$ cat config.mk
export PLATFORM = sky130hd
export DESIGN_NAME = multi_channel_button_debouncer_top
export DESIGN_NICKNAME = d
export VERILOG_FILES = /design/src/sv/mcbd_pkg.sv /design/src/sv/multi_channel_button_debouncer_top.sv /design/src/sv/mcbd_ram.sv /design/src/sv/mcbd_update.sv
export SDC_FILE = /design/constraint.sdc
export NUM_CORES = 1
export LEC_CHECK = 0
export BUFFER_PORTS_ARGS = -buffer_cell sky130_fd_sc_hd__buf_4
export CAP_MARGIN = 20
export CELL_PAD_IN_SITES_DETAIL_PLACEMENT = 0
export CELL_PAD_IN_SITES_GLOBAL_PLACEMENT = 1
export CORE_ASPECT_RATIO = 1.1
export CORE_UTILIZATION = 51
export DETAILED_ROUTE_END_ITERATION = 10
export PLACE_DENSITY = 0.89
export REMOVE_ABC_BUFFERS = 1
export SLEW_MARGIN = 20
export SYNTH_ARGS = -nofsm -noshare
export SYNTH_HDL_FRONTEND = slang
export SYNTH_SLANG_ARGS = --single-unit
$ cat constraint.sdc
create_clock -name clk -period 8.15 [get_ports clk]
set_input_delay 2.0375 -clock clk [delete_from_list [all_inputs] [get_ports clk]]
set_output_delay 2.0375 -clock clk [all_outputs]
set_load 0.01 [all_outputs]
$ cat src/sv/mcbd_pkg.sv
// Shared types and constants for the multi-channel button debouncer.
package mcbd_pkg;

  // Configuration register indexes.
  localparam logic [2:0] CFG_ENABLE_MASK    = 3'd0;
  localparam logic [2:0] CFG_PULLDOWN_MASK  = 3'd1;
  localparam logic [2:0] CFG_EVENT_MODES    = 3'd2;
  localparam logic [2:0] CFG_INTERVALS_LOW  = 3'd3;
  localparam logic [2:0] CFG_INTERVALS_HIGH = 3'd4;

  localparam int unsigned CH_FIELD_BITS = 3;
  localparam int unsigned INTERVAL_BITS = 16;
  localparam logic [INTERVAL_BITS-1:0] DEFAULT_INTERVAL = 16'd50;

  // Per-channel event mode.
  typedef enum logic [1:0] {
    MODE_PRESS     = 2'd0,
    MODE_RELEASE   = 2'd1,
    MODE_CHANGE    = 2'd2,
    MODE_PRESS_ALT = 2'd3
  } mode_t;

  // Decision of the update logic for one sample.
  typedef struct packed {
    logic wr_en;     // write the new entry back to state memory
    logic seed_set;  // mark the channel as seeded
    logic seed_clr;  // drop the channel's seeded mark
    logic fire;      // emit an event
    logic pressed;   // pressed flag of the event
  } upd_t;

endpackage

$ cat src/sv/multi_channel_button_debouncer_top.sv
// Top level of the multi-channel button debouncer with edge events.
//
// The block takes one pin sample per transaction (channel, level and a
// millisecond timestamp) and keeps each channel's steady level, raw level
// and last change time in a small state RAM indexed by channel; the seeded
// marks live in flip-flops so reset clears them at once and no clearing pass
// is needed. A sample is accepted every cycle while the update stage does not
// stall: the RAM read is issued as the transaction is accepted, and in the
// update stage the entry is updated and written back while any event is loaded
// into the output register, so an event passes the update stage register and
// the output register before it is offered, and the sustained rate is one
// sample per cycle, set by the single read-modify-write pass through the RAM.
// When two samples of the same channel follow each other, the entry just
// written is forwarded to the second one. Only the update stage stalls, and
// only while an event waits in a full output register; input ready then
// drops for that cycle. Once an enabled channel has its first sample (which
// only seeds it), a level that stays unchanged for longer than the channel's
// interval and differs from the steady level becomes the new steady level and
// may raise an event, depending on the channel's polarity and event mode.
// Configuration writes are always accepted and must be issued only while the
// block is idle.
module multi_channel_button_debouncer_top
  import mcbd_pkg::*;
#(
  parameter int CHANNELS  = 8,
  parameter int TIME_BITS = 32
) (
  input  logic        clk,
  input  logic        rst_n,
  // Input samples.
  input  logic        in_tvalid,
  output logic        in_tready,
  input  logic [39:0] in_tdata,   // [2:0] channel, [3] level, [35:4] now_ms, rest zero
  // Events.
  output logic        out_tvalid,
  input  logic        out_tready,
  output logic [7:0]  out_tdata,  // [2:0] event_channel, [3] pressed, rest zero
  // Configuration writes.
  input  logic        cfg_valid,
  output logic        cfg_ready,
  input  logic [2:0]  cfg_index,
  input  logic [63:0] cfg_data
);

  localparam int CH_AW = (CHANNELS > 1) ? $clog2(CHANNELS) : 1;
  localparam int ENTRY_BITS = TIME_BITS + 2;
  localparam logic [CH_FIELD_BITS:0] CH_LIMIT = (CH_FIELD_BITS + 1)'(CHANNELS);

  // Configuration registers.
  logic [7:0]  enable_mask_r;
  logic [7:0]  pulldown_mask_r;
  logic [15:0] event_modes_r;
  logic [63:0] intervals_low_r;
  logic [63:0] intervals_high_r;

  assign cfg_ready = 1'b1;

  always_ff @(posedge clk) begin
    if (!rst_n) begin
      enable_mask_r    <= '0;
      pulldown_mask_r  <= '0;
      event_modes_r    <= '0;
      intervals_low_r  <= {4{DEFAULT_INTERVAL}};
      intervals_high_r <= {4{DEFAULT_INTERVAL}};
    end else if (cfg_valid) begin
      unique case (cfg_index)
        CFG_ENABLE_MASK:    enable_mask_r    <= cfg_data[7:0];
        CFG_PULLDOWN_MASK:  pulldown_mask_r  <= cfg_data[7:0];
        CFG_EVENT_MODES:    event_modes_r    <= cfg_data[15:0];
        CFG_INTERVALS_LOW:  intervals_low_r  <= cfg_data;
        CFG_INTERVALS_HIGH: intervals_high_r <= cfg_data;
        default: ;
      endcase
    end
  end

  // Input unpacking.
  logic [CH_FIELD_BITS-1:0] in_ch;
  logic                     in_level;
  logic [TIME_BITS-1:0]     in_now;
  logic                     in_fire;

  assign in_ch    = in_tdata[2:0];
  assign in_level = in_tdata[3];
  assign in_now   = in_tdata[4 +: TIME_BITS];
  assign in_fire  = in_tvalid && in_tready;

  // Update stage registers.
  logic                     s1_valid_r;
  logic [CH_FIELD_BITS-1:0] s1_ch_r;
  logic                     s1_level_r;
  logic [TIME_BITS-1:0]     s1_now_r;
  logic                     s1_adv;

  // Output register.
  logic                     out_valid_r;
  logic [CH_FIELD_BITS-1:0] out_ch_r;
  logic                     out_pressed_r;

  // Last write to the state RAM, for forwarding.
  logic                  wr_valid_r;
  logic [CH_AW-1:0]      wr_addr_r;
  logic [ENTRY_BITS-1:0] wr_data_r;

  logic [CHANNELS-1:0]   seeded_r;

  assign s1_adv    = s1_valid_r && (!out_valid_r || out_tready);
  assign in_tready = !s1_valid_r || s1_adv;

  // State RAM and update logic.
  logic [CH_AW-1:0]         s1_idx;
  logic [ENTRY_BITS-1:0]    ram_rdata;
  logic [ENTRY_BITS-1:0]    entry_old;
  logic [ENTRY_BITS-1:0]    entry_new;
  logic [INTERVAL_BITS-1:0] interval;
  logic [127:0]             intervals_all;
  logic                     s1_in_range;
  upd_t                     upd;
  logic                     ram_we;

  assign s1_idx        = s1_ch_r[CH_AW-1:0];
  assign s1_in_range   = {1'b0, s1_ch_r} < CH_LIMIT;
  assign entry_old     = (wr_valid_r && (wr_addr_r == s1_idx)) ? wr_data_r : ram_rdata;
  assign intervals_all = {intervals_high_r, intervals_low_r};
  assign interval      = intervals_all[{s1_ch_r, 4'b0000} +: INTERVAL_BITS];
  assign ram_we        = s1_adv && upd.wr_en;

  mcbd_ram #(
    .WIDTH(ENTRY_BITS),
    .DEPTH(CHANNELS)
  ) u_state_ram (
    .clk  (clk),
    .we   (ram_we),
    .waddr(s1_idx),
    .wdata(entry_new),
    .re   (in_fire),
    .raddr(in_ch[CH_AW-1:0]),
    .rdata(ram_rdata)
  );

  mcbd_update #(
    .TIME_BITS(TIME_BITS)
  ) u_update (
    .in_range (s1_in_range),
    .enabled  (enable_mask_r[s1_ch_r]),
    .seeded   (seeded_r[s1_idx]),
    .level    (s1_level_r),
    .now      (s1_now_r),
    .entry_old(entry_old),
    .interval (interval),
    .pull_dn  (pulldown_mask_r[s1_ch_r]),
    .mode     (mode_t'(event_modes_r[{s1_ch_r, 1'b0} +: 2])),
    .entry_new(entry_new),
    .upd      (upd)
  );

  // Control state.
  always_ff @(posedge clk) begin
    if (!rst_n) begin
      s1_valid_r  <= 1'b0;
      out_valid_r <= 1'b0;
      wr_valid_r  <= 1'b0;
      seeded_r    <= '0;
    end else begin
      if (in_fire) begin
        s1_valid_r <= 1'b1;
      end else if (s1_adv) begin
        s1_valid_r <= 1'b0;
      end
      if (s1_adv) begin
        out_valid_r <= upd.fire;
      end else if (out_tready) begin
        out_valid_r <= 1'b0;
      end
      if (ram_we) begin
        wr_valid_r <= 1'b1;
      end
      if (s1_adv && upd.seed_set) begin
        seeded_r[s1_idx] <= 1'b1;
      end else if (s1_adv && upd.seed_clr) begin
        seeded_r[s1_idx] <= 1'b0;
      end
    end
  end

  // Payload registers.
  always_ff @(posedge clk) begin
    if (in_fire) begin
      s1_ch_r    <= in_ch;
      s1_level_r <= in_level;
      s1_now_r   <= in_now;
    end
    if (ram_we) begin
      wr_addr_r <= s1_idx;
      wr_data_r <= entry_new;
    end
    if (s1_adv && upd.fire) begin
      out_ch_r      <= s1_ch_r;
      out_pressed_r <= upd.pressed;
    end
  end

  assign out_tvalid = out_valid_r;
  assign out_tdata  = {4'b0000, out_pressed_r, out_ch_r};

  // An event leaving the update stage lands in the output register with its channel.
  a_event_lands: assert property (@(posedge clk) disable iff (!rst_n)
    (s1_adv && upd.fire) |=> (out_tvalid && (out_tdata[2:0] == $past(s1_ch_r))))
    else $error("event did not reach the output register");

  // A held update stage must block new input transactions.
  a_stall_blocks: assert property (@(posedge clk) disable iff (!rst_n)
    (s1_valid_r && !s1_adv) |-> !in_tready)
    else $error("input accepted while update stage is stalled");

  // An accepted sample is in the update stage on the next cycle.
  a_accept_loads: assert property (@(posedge clk) disable iff (!rst_n)
    in_fire |=> s1_valid_r)
    else $error("accepted sample missing from update stage");

  // A seeding sample never raises an event and always writes the RAM.
  a_seed_quiet: assert property (@(posedge clk) disable iff (!rst_n)
    (s1_valid_r && upd.seed_set) |-> (!upd.fire && upd.wr_en))
    else $error("seeding sample produced an event or skipped the write");

endmodule

$ cat src/sv/mcbd_ram.sv
// Generic single-write, single-read synchronous RAM with registered read data.
module mcbd_ram #(
  parameter int WIDTH = 34,
  parameter int DEPTH = 8
) (
  input  logic                                   clk,
  input  logic                                   we,
  input  logic [((DEPTH > 1) ? $clog2(DEPTH) : 1)-1:0] waddr,
  input  logic [WIDTH-1:0]                       wdata,
  input  logic                                   re,
  input  logic [((DEPTH > 1) ? $clog2(DEPTH) : 1)-1:0] raddr,
  output logic [WIDTH-1:0]                       rdata
);

  logic [WIDTH-1:0] mem [DEPTH];

  always_ff @(posedge clk) begin
    if (we) begin
      mem[waddr] <= wdata;
    end
    if (re) begin
      rdata <= mem[raddr];
    end
  end

endmodule

$ cat src/sv/mcbd_update.sv
// Next-state and event logic for one channel's debounce entry.
module mcbd_update
  import mcbd_pkg::*;
#(
  parameter int TIME_BITS = 32
) (
  input  logic                     in_range,
  input  logic                     enabled,
  input  logic                     seeded,
  input  logic                     level,
  input  logic [TIME_BITS-1:0]     now,
  input  logic [TIME_BITS+1:0]     entry_old,   // {steady, flicker, change_time}
  input  logic [INTERVAL_BITS-1:0] interval,
  input  logic                     pull_dn,
  input  mode_t                    mode,
  output logic [TIME_BITS+1:0]     entry_new,
  output upd_t                     upd
);

  logic                 steady_old;
  logic                 flicker_old;
  logic [TIME_BITS-1:0] ctime_old;
  logic [TIME_BITS-1:0] ctime_new;
  logic [TIME_BITS-1:0] elapsed;
  logic                 settle;
  logic                 pressed;
  logic                 mode_ok;

  assign steady_old  = entry_old[TIME_BITS+1];
  assign flicker_old = entry_old[TIME_BITS];
  assign ctime_old   = entry_old[TIME_BITS-1:0];

  assign ctime_new = (level != flicker_old) ? now : ctime_old;
  assign elapsed   = now - ctime_new;
  assign settle    = (elapsed > TIME_BITS'(interval)) && (level != steady_old);
  assign pressed   = pull_dn ? level : ~level;

  always_comb begin
    unique case (mode)
      MODE_CHANGE:  mode_ok = 1'b1;
      MODE_RELEASE: mode_ok = ~pressed;
      default:      mode_ok = pressed;
    endcase
  end

  always_comb begin
    upd       = '0;
    entry_new = entry_old;
    if (in_range) begin
      if (!enabled) begin
        upd.seed_clr = 1'b1;
      end else if (!seeded) begin
        upd.seed_set = 1'b1;
        upd.wr_en    = 1'b1;
        entry_new    = {level, level, {TIME_BITS{1'b0}}};
      end else begin
        upd.wr_en   = 1'b1;
        upd.fire    = settle & mode_ok;
        upd.pressed = pressed;
        entry_new   = {(settle ? level : steady_old), level, ctime_new};
      end
    end
  end

endmodule

# Word level (Yosys, flattened, before mapping)
# Memory sizes are Yosys's and may differ from the RTL's. A register that Yosys moved wholly into a read port is not among the register bits.
# Index checks and enable logic that the tools add are counted.
totals:
  reg_bits: 248
  ramBits: 272
  inputBits: 112
  output_inout_bits: 11
  word_cells: 89
  mem_count: 1
mem_list:
  columns: ["name", "depth", "width", "read_ports", "rd_ports_with_merged_regs", "wr", "line", "source"]
  rows:
  - ["u_state_ram.mem", 8, 34, 1, 1, 1, "mcbd_ram.sv:15", "logic [WIDTH-1:0] mem [DEPTH];"]
op_classes:
  n_addsub: 1
  n_lt_le_gt_ge: 3
  n_eq_ne: 9
  shifts: 2
  n_mux: 28
  bitwise: 6
  n_reduce_logical: 23
ops:
  columns: ["operator", "count"]
  rows:
  - ["$shiftx A128 B8 Y16", 1]
  - ["$mux W34", 3]
  - ["$gt A32 B16 Y1", 1]
  - ["$mux W32", 1]
  - ["$sub A32 B32 Y32", 1]
  - ["$mux W8", 2]
  - ["$shiftx A16 B5 Y2", 1]
  - ["$mux W1", 14]
  - ["$reduce_and A2 Y1", 6]
  - ["$bmux W1 S3", 3]
  - ["$logic_and A1 B1 Y1", 9]
  - ["$and A8 B8 Y8", 1]
  - ["$not A8 Y8", 1]
  - ["$or A8 B8 Y8", 1]
  - ["$eq A3 B2 Y1 const B", 2]
  - ["$mux W2", 3]
  - ["$reduce_bool A2 Y1", 3]
  - ["$lt A3 B4 Y1 const B", 1]
  - ["$demux W1 S3", 1]
  - ["$eq A3 B1 Y1 const B", 1]
  - ["$eq A3 B3 Y1", 1]
  - ["$eq A3 B3 Y1 const B", 1]
  - ["$ge A3 B1 Y1 const B", 1]
  - ["$logic_not A3 Y1", 1]
  - ["other kinds (8)", 12]

# Longest topological paths before layout
# Gate-level depths: netlist (run 1).
logic_depth:
  word_depth: 12
  ltp_mapped: 26

# Hierarchy
# A second synthesis (run 1) with hierarchy kept.
unflattened:
  hier_cells: 1947
  area_unflattened_um2: 25365.6
modules_own_cells:
  columns: ["mod", "n_inst", "cells_each", "area_each_um2"]
  rows:
  - ["mcbd_ram", 1, 441, 11423.5]
  - ["multi_channel_button_debouncer_top", 1, 1034, 10751.6]
  - ["mcbd_update", 1, 472, 3190.6]

# Worst setup path after synthesis (run 1)
# No wires, ideal clock.
synth_path:
  path_type: "flip-flop to flip-flop"
  from: "reg s1_ch_r[1]"
  to: "mem u_state_ram.mem[0][33], data pin"
  setup_time_ps: 278
  arrival_ps: 5624
  required_time_ps: 7872
  slack_ps: 2248
  stages_incl_launch_ff: 25
  synth_period_minus_slack_ps: 5902
  path_cell_list: "edfxtp_1 > xnor2_1 > nand4_1 > clkbuf_1 > mux2i_1 > xor2_1 > clkbuf_1 > nand2_1 > o21ai_0 > ha_1 > a21o_1 > a31o_1 > o211a_1 > or2_1 > a21oi_1 > xnor2_1 > ha_1 > nand4_1 > nor4_1 > nor2_1 > a311o_2 > nor4_2 > nand4_1 > or3_1 > and3_1"
synth_between:
  elab_chain_len: 11
synth_rtl:
  columns: ["element", "line", "source"]
  rows:
  - ["start, declared", "multi_channel_button_debouncer_top.sv:90", "logic [CH_FIELD_BITS-1:0] s1_ch_r;"]
  - ["start signal, assigned", "multi_channel_button_debouncer_top.sv:189", "s1_ch_r <= in_ch;"]
  - ["$eq A3 B3 Y1", "multi_channel_button_debouncer_top.sv:123", "assign entry_old = (wr_valid_r && (wr_addr_r == s1_idx)) ? wr_data_r : ram_rdata;"]
  - ["$logic_and A1 B1 Y1", "multi_channel_button_debouncer_top.sv:123", null]
  - ["$mux W34", "multi_channel_button_debouncer_top.sv:123", null]
  - ["$ne A1 B1 Y1", "mcbd_update.sv:33", "assign ctime_new = (level != flicker_old) ? now : ctime_old;"]
  - ["$mux W32", "mcbd_update.sv:33", null]
  - ["$sub A32 B32 Y32", "mcbd_update.sv:34", "assign elapsed = now - ctime_new;"]
  - ["$gt A32 B16 Y1", "mcbd_update.sv:35", "assign settle = (elapsed > TIME_BITS'(interval)) && (level != steady_old);"]
  - ["$logic_and A1 B1 Y1", "mcbd_update.sv:35", null]
  - ["$mux W1", "mcbd_update.sv:60", "entry_new = {(settle ? level : steady_old), level, ctime_new};"]
  - ["$mux W34", "mcbd_update.sv:52", "end else if (!seeded) begin"]
  - ["$mux W34 *", "mcbd_update.sv:50", "if (!enabled) begin"]
  - ["via entry_new[33]", "multi_channel_button_debouncer_top.sv:114", "logic [ENTRY_BITS-1:0] entry_new;"]
  - ["end, declared", "mcbd_ram.sv:15", null]
# The timed path passes the listed nets; every way through them passes the cells marked *. The select of a mux whose other input is x is not followed.

# Worst setup path after layout (run 1)
layout_path:
  from: "reg s1_ch_r[0]"
  to: "mem u_state_ram.mem[5][33], data pin"
# Same word-level chain as after synthesis.

==> run metrics, run 1 <==
Max Buffers Root-to-Sink=3; biggest area consumer among synthesized cells=edfxtp_1; Die H=231 um; critical path class=reg -> reg; Critical Path RT=8.45 ns; core area=0.0468 mm^2; post-synthesis sequential area ratio=61.5%; GRT Overall Usage=24.4%; Mean Syn Cell Area=12.6 um^2; DP HPWL=36.1 mm; crit path time final=7.05 ns; CTS tree=built; Pins Over Slew Limit=0; largest net degree at the start of global routing=109; critical path buffer and inverter count=2; number of flops mapped to enable cells by yosys=383; top post-synthesis cells by count=nand2_1 (405), edfxtp_1 (383), dfxtp_1 (171), a21boi_0 (145), clkbuf_1 (96); Post-CTS Setup Inserts=0; filler-free cell count of the finished design=2,680; Setup crit start kind=flop; Worst Tran Pin Value=1.05 ns; Fmax=142 MHz; io pins=123; maximum capacitance violations=0; routed wire length=58.1 mm; die width=210 um; initial antenna violation count=2; asr flop ratio synth=0%; Initial Utilization=51.8%; hold_buf cts=0; slew margin rel.=29.7%; Hold Crit Class=reg -> reg; critical-path cell list=xnor2_1, nand4_1, mux2i_1, xor2_4, buf_4, buf_4, nand2_1, o21ai_0, ha_1, a21oi_1, o221ai_1, or2_1, a21oi_1, xnor2_1, ha_1, nand4_1, nor4_1, nor2_1, a311o_2, nor4_2, nand4_1, or3_1, and3_1; Crit path max-delay family=simple AND/OR/NAND/NOR gates; fin crit share=86.5%; Final Hold Viols=0; die area=0.0484 mm^2; I/O Buffers=113; count leader, synth=nand2_1; RSZ-0062 raised after global routing=false; area grow syn2layout=13.1%; largest cells by area after synthesis=edfxtp_1 (47%), dfxtp_1 (14%), mux4_2 (6.5%); power density over the cells=231 mW/mm^2; Final Skew=0.0352 ns; # setup viols final=0; Unique masters post-synth=78; synth warn=0; Placed Cells=2,576; Yosys top cell area share=47.4%; Peak supply drop=0.000179 V; CTS Buf Count=55; drt wl/cell=21.7 um; # rows=83; Flop pwr share=48.9%; most used cell, CP=nand4_1; Pint=4.74 mW; DRC=0; placer congestion estimate=0.882; Clock Power Share=38.1%; Logic pwr share=13.0%; Antenna Nets Post-Route=0; Syn Std Cell Area=0.0243 mm^2; slowest stage delay, CP=0.60 ns; status=complete, no violations; DR iter-0 viols=1,218; crit path max fanout=42; Syn Inst Count=1,919; worst-skew pair later-pin latency=0.61 ns; Clock Tree Root=clkbuf_16; total power=6.32 mW; Main synth FF type=edfxtp_1; vias in the first global route=15,900; Clock transition at path regs=0.06 ns; via count=15,600; antenna cells=0; CTS Sinks=554; number of vias per cell=5.82; Pre-antenna DRT Iters=5; grt total ovfl=0; element type at the critical path end=flop; post_cts resized=0; global-route wire length before repair=90.5 mm; H-tree levels=2; Psw=1.58 mW; Yosys reg bits=554; crit path DAT=7.35 ns; share of layout cells above drive strength 1=18.0%; Switching Share=25.0%; leak pwr=9.46 nW; worst reg2reg setup slack=1.10 ns; critical path's slowest cell=edfxtp_1; fin nets=2,159
==> logic make-up (layout without fill, tap and decap cells) <==
kind of cell,after synthesis,count (layout),synth area share [%]
other,2,5,0.0310
AO/OA/AOI/OAI,418,418,12.4
multiplexers,144,144,9.75
XOR/XNOR,29,29,1.05
adder cells (fa/ha/maj),50,50,2.61
buffers and inverters,139,260,2.37
flip-flops,554,554,61.5
AND/OR/NAND/NOR,583,583,10.3
==> routing by layer <==
metal,up-vias,share of wire (%),global-route usage (%)
li1,7313,-,-
met1,7696,42,32.0
met2,475,49,41.4
met3,97,6.2,4.52
met4,4,2.4,7.00
met5,-,0.040,0
==> worst register-to-register path: cells and delay by family (launching register included) <==
family,cells,cell delay [ns]
AOI/OAI and AO/OA,5,1.19
xor gates and xnor gates,3,0.49
adders and majority gates,2,0.72
buffers and inverters,2,0.74
DFF,1,0.60
muxes,1,0.45
and+or+nand+nor,10,2.56
==> power groups by stage <==
stage | Sequential (mW) | Combinational, mW | Clock [mW]
after detailed placement | 3.15 | 0.816 | 0
after global placement | 3.15 | 0.801 | 0
after global routing | 3.10 | 0.907 | 2.55
after floorplan | 3.14 | 0.538 | 0
final | 3.09 | 0.823 | 2.41
after CTS | 3.09 | 0.822 | 2.44
==> cell type report <==
class	count	area, um^2
multi-input cells	1229	8860
clock inverters	38	280
repair buffers	142	1080
inverters	15	56.3
flip-flops and latches	554	14900
fillers	3721	19400
well taps	637	797
clock buffers	65	1440
==> sequential cells by signal, indices dropped and copies added (netlist names), named ones only <==
register and cells:
wr_addr_r 3, s1_valid_r 1, wr_data_r 34, pulldown_mask_r 8
u_state_ram.rdata 34, event_modes_r 16, out_tvalid 1, intervals_low_r 64
intervals_high_r 64, out_pressed_r 1, u_state_ram.mem 272, wr_valid_r 1
out_ch_r 3, enable_mask_r 8, s1_now_r 32, s1_level_r 1
s1_ch_r 3
==> path summary, 6_finish.rpt <==
| kind | startpoint | cells past startpoint | to |
|---|---|---|---|
| worst max-delay path | s1_ch_r[0] | 23 | u_state_ram.mem[5][33] |
| worst min-delay path | intervals_high_r[19] | 2 | intervals_high_r[19] |
| worst min register to register | intervals_high_r[19] | 2 | intervals_high_r[19] |
| worst max register to register | s1_ch_r[0] | 23 | u_state_ram.mem[5][33] |
==> through the flow <==
stage | worst slack [ns] | util (%) | setup TNS (ns) | area [um^2] | hold WS [ns]
after floorplan | -0.998 | - | -12.26 | 23700 | 0.438
after CTS | 1.15 | 58.5 | 0 | 27400 | 0.467
final | 1.10 | 58.6 | 0 | 27400 | 0.463
after global routing | 0.731 | 58.6 | 0 | 27400 | 0.486
after detailed placement | 1.21 | 54.9 | 0 | 25700 | 0.458
after global placement | 1.36 | 54.9 | 0 | 25700 | 0.451
==> cell usage in the layout (no fill, tap or decap), types with 14 or more instances in the layout <==
master / synthesis / layout
xnor2_1: 21 / 21
buf_4: 7 / 141
o22ai_1: 36 / 36
a21oi_1: 36 / 36
edfxtp_1: 383 / 383
mux2_2: 38 / 38
a21boi_0: 145 / 145
o21ai_0: 55 / 55
ha_1: 49 / 49
a221oi_1: 17 / 17
nand3_1: 43 / 41
nor2_1: 44 / 36
dfxtp_1: 171 / 171
mux2i_1: 36 / 36
a22oi_1: 39 / 39
clkbuf_16: 0 / 56
clkinv_1: 1 / 14
inv_1: 14 / 14
a22o_1: 17 / 17
nand4_1: 16 / 16
clkinv_2: 0 / 14
nand2_1: 405 / 405
and3_1: 22 / 20
mux4_2: 70 / 70
No activity file was read; power rests on OpenSTA's default activity.
==> run 2, diff against run 1 <==
--- a/config.mk
+++ b/config.mk
@@ -5,12 +5,13 @@
 export SDC_FILE = /design/constraint.sdc
 export NUM_CORES = 1
 export LEC_CHECK = 0
+export ABC_AREA = 1
 export BUFFER_PORTS_ARGS = -buffer_cell sky130_fd_sc_hd__buf_4
 export CAP_MARGIN = 20
 export CELL_PAD_IN_SITES_DETAIL_PLACEMENT = 0
 export CELL_PAD_IN_SITES_GLOBAL_PLACEMENT = 1
 export CORE_ASPECT_RATIO = 1.1
-export CORE_UTILIZATION = 51
+export CORE_UTILIZATION = 48
 export DETAILED_ROUTE_END_ITERATION = 10
 export PLACE_DENSITY = 0.89
 export REMOVE_ABC_BUFFERS = 1
==> run metrics, run 2 <==
status=complete, no violations; Pint=4.87 mW (+2.7%); global-route wire length before repair=99.4 mm (+9.8%); Placed Cells=3,231 (+25%); Peak supply drop=0.000241 V (+35%); post-synthesis sequential area ratio=60.9% (-0.66 points); Syn Std Cell Area=0.0245 mm^2 (+1.1%); filler-free cell count of the finished design=3,338 (+25%); grt met1 use=31.8% (-0.26 points); most used cell, CP=nand2_1; commonest cells after routing, fill and taps aside=nor2_1 (500), edfxtp_1 (383), nand2_1 (356), o21ai_0 (289), inv_1 (193); antenna cells=0 (unchanged); grt total ovfl=0 (unchanged); # setup viols final=0 (unchanged); Clock Power Share=39.2% (+1.1 points); placer congestion estimate=0.925 (+4.9%); initial antenna violation count=3 (+1); fin crit share=80.0% (-6.5 points); Multi-input gate area=0.00835 mm^2 (-5.8%); io pins=123 (unchanged); Unique masters post-synth=43 (-45%); Pre-antenna DRT Iters=7 (+2); count leader, synth=nor2_1; biggest area consumer among synthesized cells=edfxtp_1; asr flop ratio synth=0% (unchanged); largest cells by area after synthesis=edfxtp_1 (47%), dfxtp_1 (14%), nor2_1 (7.8%); Clock transition at path regs=0.06 ns (about the same); slowest stage delay, CP=0.54 ns (-0.06 ns); Syn Inst Count=2,553 (+33%); Setup crit start kind=flop; Psw=1.68 mW (+6.3%); CTS Buf Count=57 (+3.6%); RSZ-0062 raised after global routing=false; hold_buf cts=0 (unchanged); die width=217 um (+3.6%); DP HPWL=39.2 mm (+8.7%); Post-CTS Setup Inserts=0 (unchanged); crit path max fanout=29 (-31%); power density over the cells=235 mW/mm^2 (+2.1%); worst-skew pair later-pin latency=0.62 ns (about the same); Final Skew=0.0244 ns (-0.0108 ns); die area=0.0520 mm^2 (+7.3%); number of flops mapped to enable cells by yosys=383 (unchanged); fin nets=2,793 (+29%); Final Hold Viols=0 (unchanged); area grow syn2layout=13.6%; slew margin rel.=30.8% (+1.1 points); top post-synthesis cells by count=nor2_1 (509), edfxtp_1 (383), nand2_1 (356), o21ai_0 (289), inv_1 (196); Hold Crit Class=reg -> reg; maximum capacitance violations=0 (unchanged); Fmax=153 MHz (+8.1%); CTS tree=built; share of layout cells above drive strength 1=10.1% (-7.9 points); Yosys reg bits=554 (unchanged); CTS Sinks=554 (unchanged); Top reg by flops=u_state_ram.mem; post_cts resized=0 (unchanged); most common cell after layout, fill and taps aside=nor2_1; # rows=86 (+3.6%); element type at the critical path end=flop; utilization after layout=55.4% (-3.2 points); vias in the first global route=18,000 (+13%); Switching Share=25.7% (+0.66 points); Top Usage Layer GRT=met2; Critical Path RT=8.46 ns (about the same); max reg flops=272 (unchanged); via count=18,700 (+20%); I/O Buffers=113 (unchanged); H-tree levels=2 (unchanged); Worst Tran Pin Value=1.04 ns (-0.0191 ns); GRT Overall Usage=24.9% (+0.50 points); largest net degree at the start of global routing=139 (+28%); core area=0.0503 mm^2 (+7.3%); Fillers=4,300 (+16%); GR Layer Usage met2=41.9% (+0.59 points); routed wire length=64.9 mm (+12%); critical path's slowest cell=edfxtp_1; Main synth FF type=edfxtp_1; grt met3 use=4.87% (+0.36 points); leak pwr=11.0 nW (+16%); crit path DAT=6.83 ns (-0.52 ns); crit path time final=6.52 ns (-0.530 ns); Antenna Nets Post-Route=0 (unchanged); Flop pwr share=47.8% (-1.1 points); Clock Tree Root=clkbuf_16; Largest regs=u_state_ram.mem (272), intervals_high_r (64), intervals_low_r (64); Max Buffers Root-to-Sink=3 (unchanged); DR iter-0 viols=1,991 (+63%); Initial Utilization=48.8% (-3.0 points); drt wl/cell=19.4 um (-10%); Yosys top cell area share=46.9% (-0.51 points); Setup TNS Final=0 ns (unchanged); synth warn=0 (unchanged); critical path class=reg -> reg; Pins Over Slew Limit=0 (unchanged); DRC=0 (unchanged); Mean Syn Cell Area=9.60 um^2 (-24%); Logic pwr share=13.0% (about the same); number of vias per cell=5.61 (-3.5%); Die H=239 um (+3.6%); Storage cell area=0.0149 mm^2 (unchanged)
## run 2: cell count changes after synthesis, moves of 31 or more
cell,delta
a21boi_0,-144
mux2_2,-37
a31oi_1,+31
inv_1,+182
nor2_1,+465
mux4_2,-70
nand2_1,-49
o22ai_1,+52
o21ai_1,+31
o21ai_0,+234
a21oi_1,+44
## run 2: through the flow
step | total power, mW | area, um^2 | hold WS, ns | worst slack, ns
floorplan | 3.73 | 24000 | 0.429 | 1.75
global placement | 4.01 | 26000 | 0.439 | 1.76
detailed placement | 4.03 | 26000 | 0.444 | 1.67
CTS | 6.57 | 27800 | 0.455 | 1.59
global route | 6.80 | 27800 | 0.472 | 0.895
finish | 6.55 | 27800 | 0.455 | 1.63
## run 2: power groups by stage
stage | logic, mW | registers, mW | clock network, mW
finish | 0.852 | 3.13 | 2.57
global route | 0.963 | 3.14 | 2.70
CTS | 0.845 | 3.13 | 2.60
detailed placement | 0.838 | 3.19 | 0
global placement | 0.821 | 3.19 | 0
floorplan | 0.551 | 3.18 | 0
## run 2: worst paths after layout
| kind | startpoint | to | slack (ns) | depth (start not counted) |
|---|---|---|---|---|
| setup / recovery | s1_ch_r[1] | u_state_ram.mem[5][33] | 1.63 | 35 |
| hold / removal | intervals_low_r[21] | intervals_low_r[21] | 0.46 | 2 |
| setup reg to reg | s1_ch_r[1] | u_state_ram.mem[5][33] | 1.63 | 35 |
| hold reg to reg | intervals_low_r[21] | intervals_low_r[21] | 0.46 | 2 |
## run 2: per-layer routing
metal | wire length (um) | vias up | part of all wire, %
li1 | - | 8958 | -
met1 | 26500 | 8942 | 41
met2 | 31600 | 705 | 49
met3 | 4850 | 130 | 7.5
met4 | 1890 | 6 | 2.9
met5 | 35 | - | 0.054
## run 2: kinds of logic after synthesis
family                   count (synthesis)  share of synthesized area [%]
AND/OR/NAND/NOR                        975                           15.9
AO/OA/AOI/OAI                          585                           13.4
flip-flops                             554                           60.9
buffers and inverters                  341                           5.39
adder cells (fa/ha/maj)                 50                           2.58
multiplexers                            31                           1.27
XOR/XNOR                                15                          0.536
other                                    2                         0.0306
## run 2: cell type report
class,instances,share of cell area [%]
tap,660,2.97
sequential,554,53.6
inverter,213,2.88
clock buffer,67,5.33
clock inverter,39,1.28
multi-input combinational,1661,30.0
timing repair buffer,144,3.94
## run 2: worst max-delay path, delay by kind of cell (launching register included)
kind / cells / cell delay (ns)
flip-flops: 1 / 0.54
AND/OR/NAND/NOR: 26 / 3.56
adder cells (fa/ha/maj): 3 / 0.98
AO/OA/AOI/OAI: 2 / 0.23
XOR/XNOR: 1 / 0.18
buffers and inverters: 3 / 0.72
